File: config.mk
export PLATFORM = sky130hd
export DESIGN_NAME = chaos_modulated_sine_lfo_core
export DESIGN_NICKNAME = d
export VERILOG_FILES = /design/src/design/chaoslfo_pkg.sv /design/src/design/chaos_modulated_sine_lfo_core.sv /design/src/design/chaoslfo_regs.sv
export SDC_FILE = /design/constraint.sdc
export NUM_CORES = 2
export LEC_CHECK = 0
export BUFFER_PORTS_ARGS = -buffer_cell sky130_fd_sc_hd__buf_4
export CAP_MARGIN = 20
export CORE_MARGIN = 10
export CORE_UTILIZATION = 30
export DETAILED_ROUTE_END_ITERATION = 8
export PLACE_DENSITY = 0.41
export SLEW_MARGIN = 20
export SYNTH_ARGS = -nofsm -noshare
export SYNTH_HDL_FRONTEND = slang
export SYNTH_HIERARCHICAL = 1
export SYNTH_SLANG_ARGS = --single-unit
File: constraint.sdc
create_clock -name clk -period 16.33 [get_ports clk]
set_input_delay 0.8165 -clock clk [delete_from_list [all_inputs] [get_ports clk]]
set_output_delay 0.8165 -clock clk [all_outputs]
set_load 0.01 [all_outputs]
File: src/design/chaoslfo_pkg.sv
// Shared types, constants and helpers for the chaos-modulated sine LFO.
package chaoslfo_pkg;

  localparam int SINE_TABLE_BITS_DEF = 10;
  localparam int PHASE_BITS_DEF = 32;

  localparam int REG_ADDR_BITS = 5;

  typedef enum logic [2:0] {
    REG_BASE_INC  = 3'd0,
    REG_CHAOS_INC = 3'd1,
    REG_MIN_INC   = 3'd2,
    REG_AMOUNT    = 3'd3,
    REG_OFFSET    = 3'd4,
    REG_GATE_THR  = 3'd5
  } reg_idx_t;

  localparam logic [31:0] BASE_INC_RST  = 32'd89478;
  localparam logic [31:0] CHAOS_INC_RST = 32'd44739;
  localparam logic [31:0] MIN_INC_RST   = 32'd895;
  localparam logic [16:0] AMOUNT_RST    = 17'd0;
  localparam logic [15:0] OFFSET_RST    = 16'd0;
  localparam logic signed [15:0] GATE_THR_RST = 16'sd3277;

  localparam logic [16:0] AMOUNT_FULL = 17'd65536;
  localparam logic [14:0] SINE_MAX    = 15'd32767;

  localparam logic [31:0] Q30_C1 = 32'd1686629713;
  localparam logic [31:0] Q30_C3 = 32'd693598668;
  localparam logic [31:0] Q30_C5 = 32'd85569306;
  localparam logic [31:0] Q30_C7 = 32'd5026995;
  localparam logic [31:0] Q30_C9 = 32'd172272;

  localparam logic signed [33:0] MULT_ONE = 34'sd536870912;

  typedef struct packed {
    logic              gate_connected;
    logic signed [15:0] gate_sample;
  } sample_t;

  typedef struct packed {
    logic signed [15:0] sine_value;
    logic               gate_high;
  } lfo_t;

  typedef struct packed {
    logic [31:0]        base_increment;
    logic [31:0]        chaos_increment;
    logic [31:0]        min_increment;
    logic [16:0]        chaos_amount;
    logic [15:0]        phase_offset;
    logic signed [15:0] gate_threshold;
  } cfg_t;

  // Scale a Q30 sine magnitude to Q1.15 with rounding and saturation.
  function automatic logic [14:0] round_sine(input logic [32:0] s);
    logic [47:0] t;
    logic [17:0] v;
    t = ({15'd0, s} << 15) - {15'd0, s} + 48'h0000_2000_0000;
    v = t[47:30];
    if (v > {3'd0, SINE_MAX}) begin
      return SINE_MAX;
    end
    return v[14:0];
  endfunction

endpackage

File: src/design/chaos_modulated_sine_lfo_core.sv
// Top level of the chaos-modulated sine LFO: sequencer around one shared multiplier.
//
// Each accepted sample word advances a slow chaos phase, takes its sine at the
// configured offset, scales the base step by 1 + 3 * amount * sine, clamps it,
// advances the main phase and returns one word with the main-phase sine and a
// gate flag. Both sines are computed with a ninth-order quarter-wave polynomial
// evaluated on a single 32x32 multiplier, each product passing through S_MUL and
// S_USE. The scaling product is skipped when the modulated step falls to zero or
// below. sample_ready is high only while the sequencer is idle, so the next word
// is accepted only after the result word has been issued. A finished result waits
// in its output register without blocking the next word, up to the point where
// a second result would overwrite it.
module chaos_modulated_sine_lfo_core
  import chaoslfo_pkg::*;
#(
  parameter int SINE_TABLE_BITS = SINE_TABLE_BITS_DEF,
  parameter int PHASE_BITS      = PHASE_BITS_DEF
) (
  input  logic                     clk,
  input  logic                     rst,
  input  logic                     sample_valid,
  output logic                     sample_ready,
  input  sample_t                  sample,
  output logic                     lfo_valid,
  input  logic                     lfo_ready,
  output lfo_t                     lfo,
  input  logic                     psel,
  input  logic                     penable,
  input  logic                     pwrite,
  input  logic [REG_ADDR_BITS-1:0] paddr,
  input  logic [31:0]              pwdata,
  output logic [31:0]              prdata,
  output logic                     pready
);

  localparam int QBITS = SINE_TABLE_BITS - 2;
  localparam int XSHIFT = 30 - QBITS;

  typedef enum logic [1:0] {S_IDLE, S_SETUP, S_MUL, S_USE} state_t;
  typedef enum logic [2:0] {
    SEQ_SQ, SEQ_C7, SEQ_C5, SEQ_C3, SEQ_C1, SEQ_SIN, SEQ_MOD, SEQ_SCALE
  } seq_t;

  cfg_t   cfg;
  state_t state;
  seq_t   seq;

  logic [PHASE_BITS-1:0] main_phase;
  logic [PHASE_BITS-1:0] chaos_phase;
  logic                  pass_main;
  logic [16:0]           amt;
  logic [1:0]            quad;
  logic [30:0]           x_arg;
  logic [30:0]           x2;
  logic                  chaos_neg;
  logic [31:0]           op_a;
  logic [31:0]           op_b;
  logic [63:0]           prod;

  logic [16:0]             amt_next;
  logic [PHASE_BITS-1:0]   phase_sel;
  logic [SINE_TABLE_BITS-1:0] k;
  logic [QBITS-1:0]        r;
  logic [QBITS:0]          m;
  logic [30:0]             x_next;
  logic [31:0]             coef;
  logic [31:0]             poly_next;
  logic [14:0]             v_now;
  logic [17:0]             amt3;
  logic [31:0]             mag;
  logic signed [33:0]      mult_s;
  logic [31:0]             scaled;
  logic [31:0]             step_val;
  logic                    emit;

  chaoslfo_regs u_regs (
    .clk     (clk),
    .rst     (rst),
    .psel    (psel),
    .penable (penable),
    .pwrite  (pwrite),
    .paddr   (paddr),
    .pwdata  (pwdata),
    .prdata  (prdata),
    .cfg     (cfg)
  );

  assign pready       = 1'b1;
  assign sample_ready = (state == S_IDLE);

  always_comb begin
    if (sample.gate_connected && (sample.gate_sample < cfg.gate_threshold)) begin
      amt_next = 17'd0;
    end else if (cfg.chaos_amount > AMOUNT_FULL) begin
      amt_next = AMOUNT_FULL;
    end else begin
      amt_next = cfg.chaos_amount;
    end
  end

  assign phase_sel = pass_main ? main_phase
                   : chaos_phase + (PHASE_BITS'(cfg.phase_offset) << (PHASE_BITS - 16));
  assign k      = phase_sel[PHASE_BITS-1 -: SINE_TABLE_BITS];
  assign r      = k[QBITS-1:0];
  assign m      = k[QBITS] ? ((QBITS+1)'(1) << QBITS) - {1'b0, r} : {1'b0, r};
  assign x_next = 31'(m) << XSHIFT;

  always_comb begin
    case (seq)
      SEQ_C7:  coef = Q30_C7;
      SEQ_C5:  coef = Q30_C5;
      SEQ_C3:  coef = Q30_C3;
      SEQ_C1:  coef = Q30_C1;
      default: coef = 32'd0;
    endcase
  end

  assign poly_next = coef - prod[61:30];
  assign v_now     = round_sine(prod[62:30]);
  assign amt3      = {amt, 1'b0} + {1'b0, amt};
  assign mag       = prod[33:2];
  assign mult_s    = chaos_neg ? MULT_ONE - $signed({2'b00, mag})
                               : MULT_ONE + $signed({2'b00, mag});
  assign scaled    = (prod[63:61] != 3'd0) ? 32'hFFFF_FFFF : prod[60:29];
  assign step_val  = (scaled < cfg.min_increment) ? cfg.min_increment : scaled;
  assign emit      = (state == S_USE) && (seq == SEQ_SIN) && pass_main
                   && (!lfo_valid || lfo_ready);

  always_ff @(posedge clk) begin
    if (rst) begin
      state       <= S_IDLE;
      seq         <= SEQ_SQ;
      lfo_valid   <= 1'b0;
      pass_main   <= 1'b0;
      main_phase  <= '0;
      chaos_phase <= '0;
    end else begin
      if (emit) begin
        lfo_valid <= 1'b1;
      end else if (lfo_valid && lfo_ready) begin
        lfo_valid <= 1'b0;
      end
      case (state)
        S_IDLE: begin
          if (sample_valid) begin
            chaos_phase <= chaos_phase + PHASE_BITS'(cfg.chaos_increment);
            amt         <= amt_next;
            pass_main   <= 1'b0;
            state       <= S_SETUP;
          end
        end
        S_SETUP: begin
          quad  <= k[SINE_TABLE_BITS-1 -: 2];
          x_arg <= x_next;
          op_a  <= {1'b0, x_next};
          op_b  <= {1'b0, x_next};
          seq   <= SEQ_SQ;
          state <= S_MUL;
        end
        S_MUL: begin
          prod  <= op_a * op_b;
          state <= S_USE;
        end
        S_USE: begin
          case (seq)
            SEQ_SQ: begin
              x2    <= prod[60:30];
              op_a  <= Q30_C9;
              op_b  <= {1'b0, prod[60:30]};
              seq   <= SEQ_C7;
              state <= S_MUL;
            end
            SEQ_C7, SEQ_C5, SEQ_C3: begin
              op_a  <= poly_next;
              op_b  <= {1'b0, x2};
              seq   <= (seq == SEQ_C7) ? SEQ_C5 : (seq == SEQ_C5) ? SEQ_C3 : SEQ_C1;
              state <= S_MUL;
            end
            SEQ_C1: begin
              op_a  <= poly_next;
              op_b  <= {1'b0, x_arg};
              seq   <= SEQ_SIN;
              state <= S_MUL;
            end
            SEQ_SIN: begin
              if (!pass_main) begin
                op_a      <= 32'(amt3);
                op_b      <= 32'(v_now);
                chaos_neg <= quad[1];
                seq       <= SEQ_MOD;
                state     <= S_MUL;
              end else if (emit) begin
                lfo.sine_value <= quad[1] ? -$signed({1'b0, v_now})
                                          : $signed({1'b0, v_now});
                lfo.gate_high  <= !(quad[1] && (v_now != 15'd0));
                state          <= S_IDLE;
              end
            end
            SEQ_MOD: begin
              if (mult_s <= 34'sd0) begin
                main_phase <= main_phase + PHASE_BITS'(cfg.min_increment);
                pass_main  <= 1'b1;
                state      <= S_SETUP;
              end else begin
                op_a  <= cfg.base_increment;
                op_b  <= mult_s[31:0];
                seq   <= SEQ_SCALE;
                state <= S_MUL;
              end
            end
            SEQ_SCALE: begin
              main_phase <= main_phase + PHASE_BITS'(step_val);
              pass_main  <= 1'b1;
              state      <= S_SETUP;
            end
            default: state <= S_IDLE;
          endcase
        end
        default: state <= S_IDLE;
      endcase
    end
  end

endmodule

File: src/design/chaoslfo_regs.sv
// Configuration register file behind the APB-style port.
module chaoslfo_regs
  import chaoslfo_pkg::*;
(
  input  logic                     clk,
  input  logic                     rst,
  input  logic                     psel,
  input  logic                     penable,
  input  logic                     pwrite,
  input  logic [REG_ADDR_BITS-1:0] paddr,
  input  logic [31:0]              pwdata,
  output logic [31:0]              prdata,
  output cfg_t                     cfg
);

  reg_idx_t idx;
  logic     wr;

  assign idx = reg_idx_t'(paddr[REG_ADDR_BITS-1:2]);
  assign wr  = psel && penable && pwrite;

  always_ff @(posedge clk) begin
    if (rst) begin
      cfg.base_increment  <= BASE_INC_RST;
      cfg.chaos_increment <= CHAOS_INC_RST;
      cfg.min_increment   <= MIN_INC_RST;
      cfg.chaos_amount    <= AMOUNT_RST;
      cfg.phase_offset    <= OFFSET_RST;
      cfg.gate_threshold  <= GATE_THR_RST;
    end else if (wr) begin
      case (idx)
        REG_BASE_INC:  cfg.base_increment  <= pwdata;
        REG_CHAOS_INC: cfg.chaos_increment <= pwdata;
        REG_MIN_INC:   cfg.min_increment   <= pwdata;
        REG_AMOUNT:    cfg.chaos_amount    <= pwdata[16:0];
        REG_OFFSET:    cfg.phase_offset    <= pwdata[15:0];
        REG_GATE_THR:  cfg.gate_threshold  <= $signed(pwdata[15:0]);
        default: ;
      endcase
    end
  end

  always_comb begin
    case (idx)
      REG_BASE_INC:  prdata = cfg.base_increment;
      REG_CHAOS_INC: prdata = cfg.chaos_increment;
      REG_MIN_INC:   prdata = cfg.min_increment;
      REG_AMOUNT:    prdata = {15'd0, cfg.chaos_amount};
      REG_OFFSET:    prdata = {16'd0, cfg.phase_offset};
      REG_GATE_THR:  prdata = {{16{cfg.gate_threshold[15]}}, cfg.gate_threshold};
      default:       prdata = 32'd0;
    endcase
  end

endmodule

==> metrics.cfg <==
[status]
status = complete, no violations

[synth]
synthAdderAreaFrac_pct = 39.0
muxShareOfSynthArea_pct = 3.86
synth_top_family_by_area = adder cells
synth_flop_cell = dfxtp_1
synthTopCellsByCount = inv_1 (1,009), fa_1 (900), nand2_1 (684), and2_1 (582), ha_1 (488)
synth_top_area_cell = fa_1
yosysSeqAreaShare_pct = 16.8
async_flop_share_pct = 0
syn_avg_cell_area_um2 = 9.11
synth_top_area_share_pct = 29.2
yosysMostFrequentCell = inv_1
synthSimpleGateAreaFrac_pct = 17.7
ys_warn_count = 6
mappedNetlistArea_um2 = 61800
synth_compound_area_share_pct = 11.1
synth_cell_types = 92
ys_ff_latch = 418
synth_edf_count = 202
netlist_top_cells_area = fa_1 (29%), ha_1 (9.9%), edfxtp_1 (9.8%)
synthCells = 6784
synthXorXnorAreaFrac_pct = 2.81
synth_nets = 8233

[routing]
detail_route.wirelength_um = 212000
drcViolationCount = 0
dr.pass1.iters = 6
avgViaCountPerCell = 5.06
drt_iter0_drc = 2997
detail-route-antenna-nets = 0
wl_per_cell_um = 22.6
num_vias = 47508

[worst_setup_path]
start_kind = flop
cpMostUsedCell = fa_1
required_ns = 16.69
critPathMaxFanout = 25
worstPathCellList = buf_4 > nand2_1 > fa_1 > inv_1 > fa_1 > fa_1 > fa_1 > fa_1 > fa_1 > fa_1 > inv_1 > fa_1 > inv_1 > ha_1 > and3_1 > nand2_1 > a2111oi_0 > a211oi_1 > a211oi_1 > a21boi_0 > o21ba_2 > xnor2_1
arrival_ns = 9.38
end_kind = flop
critPathSlowestCell = edfxtp_1
crit_type = reg2reg
reg2regPathDepth = 22
cpPeakStageDelay_ns = 0.80

[placement]
dp.cells = 9297
hpwlAfterDp_um = 165000
gp_congestion = 0.873
port_buffers = 109

[layout]
finalNetCount = 8112
multiInputGateArea_um2 = 46100
drive_above_1_share_pct = 6.00
synthToLayoutAreaGrowth_pct = 8.51
final_cells = 9395
ff_latch_area_um2 = 10400
fillCellCount = 21430

[floorplan]
io_pins = 113
die_x_um = 474
die_area_um2 = 224000
start_util_pct = 30.2
fp.dieH_um = 474
core-area_um2 = 205000
rows = 166

[power]
vdd_ir_drop_max_uv = 329
power_density_nw_per_um2 = 216
p_leak_nw = 30.8
power.total_mw = 14.5

[global_route]
busiest_layer = met2
grt-ovfl-total = 0
grt_pass1_vias = 49852
grt_usage_pct = 18.7
grt_pass1_wl_um = 324000
grt_max_degree = 194
met1_usage_pct = 25.3
use_met3_pct = 1.61
antenna_found_initial = 8
use_met2_pct = 32.8

[clocking]
cts_buffer_depth = 3
h-tree-depth = 2
post-cts-setup-buffers = 0
clock_latency_ns = 0.69
cts.sinks = 418
cts_tree = built
cts_buffers = 51
root_buffer = clkbuf_16
clk_pin_slew_ns = 0.06
cts_resized = 0
cts_hold_buf = 0

[timing]
max_freq_mhz = 111
grt_setup_unrepaired = false
slew-limit-headroom_pct = 26.8
worst_pin_slew_ns = 1.09
finClkSkew_ns = 0.0751
timing.final.crit_period_ns = 9.02
hold_violations = 0
maxSlewViolCount = 0
fin_crit_sh_pct = 55.3
final.setup.tns_ns = 0
setup_viol = 0

[job]
maxCapViolCount = 0

[min_path]
min_path_cells = 3
min_path_type = in2reg

## layout make-up
cell class	instances	share of cell area [%]
diodes	4	0.0149
clock buffers	65	2.09
clock inverters	28	0.526
inverters	1010	5.66
multi-input cells	4972	68.8
flip-flops and latches	418	15.5
well taps	2688	5.02
repair buffers	210	2.42
## state kept, by name, indices dropped and copies added, names as in the netlist, 2 cells and up
register	count
op_a	32
main_phase	32
prod	62
x2	31
lfo	17
op_b	32
chaos_phase	32
state	2
u_regs/cfg	145
amt	17
x_arg	9
seq	3
## per-layer routing
layer,vias up,share of wire [%]
met1,24504,46
li1,21983,-
met2,859,49
met4,0,2.0
met3,162,3.2
met5,-,0
## final timing paths
| check | startpoint | end | slack [ns] |
|---|---|---|---|
| worst max-delay path | op_b[23] | prod[46] | 7.31 |
| worst min register to register | chaos_phase[14] | chaos_phase[14] | 0.45 |
| worst min-delay path | pwdata[9] | u_regs/cfg[41] | 0.40 |
| worst max register to register | op_b[23] | prod[46] | 7.31 |
## power breakdown
| part | internal, mW | switching, mW |
|---|---|---|
| registers | 1.65 | 0.192 |
| logic | 4.48 | 6.94 |
| clock network | 0.703 | 0.520 |
| total | 6.84 | 7.66 |
## worst max-delay path, delay by kind of cell, from the launching register on
family	cells	cell delay (ns)
buf+inv	4	0.71
fa+ha+maj	9	4.55
simple gates	3	0.58
flops	1	0.80
compound gates	5	1.91
xor+xnor	1	0.12
## stage by stage
| step | hold slack (ns) | setup slack [ns] | util (%) | cell area [um^2] |
|---|---|---|---|---|
| detailed placement | 0.450 | 7.31 | 31.9 | 65200 |
| global route | 0.385 | 6.93 | 32.7 | 67000 |
| floorplan | 0.436 | 8.98 | - | 61800 |
| finish | 0.405 | 7.31 | 32.7 | 67000 |
| CTS | 0.365 | 7.18 | 32.7 | 67000 |
| global placement | 0.444 | 7.15 | 31.8 | 65200 |
## logic make-up after synthesis
group / count (synthesis)
and+or+nand+nor: 2118
buffers and inverters: 1394
adders and majority gates: 1388
AOI/OAI and AO/OA: 1039
DFF: 418
muxes: 228
xor gates and xnor gates: 198
other: 1
## placed cells by master, fill, tap and decap left out, drive strengths merged, types with 38 or more instances in the layout
| master | count |
|---|---|
| mux2 | 61 |
| nand2 | 687 |
| nand4 | 38 |
| dfxtp | 216 |
| ha | 488 |
| inv | 1010 |
| o21ai | 178 |
| edfxtp | 202 |
| fa | 900 |
| nor2 | 253 |
| nand2b | 161 |
| mux2i | 165 |
| a21o | 126 |
| and2 | 582 |
| nor3 | 76 |
| buf | 210 |
| a31oi | 41 |
| a21oi | 300 |
| a221oi | 46 |
| clkbuf | 65 |
| xor2 | 68 |
| xnor2 | 130 |
| nand3 | 114 |
(Power assumes the default switching activity.)
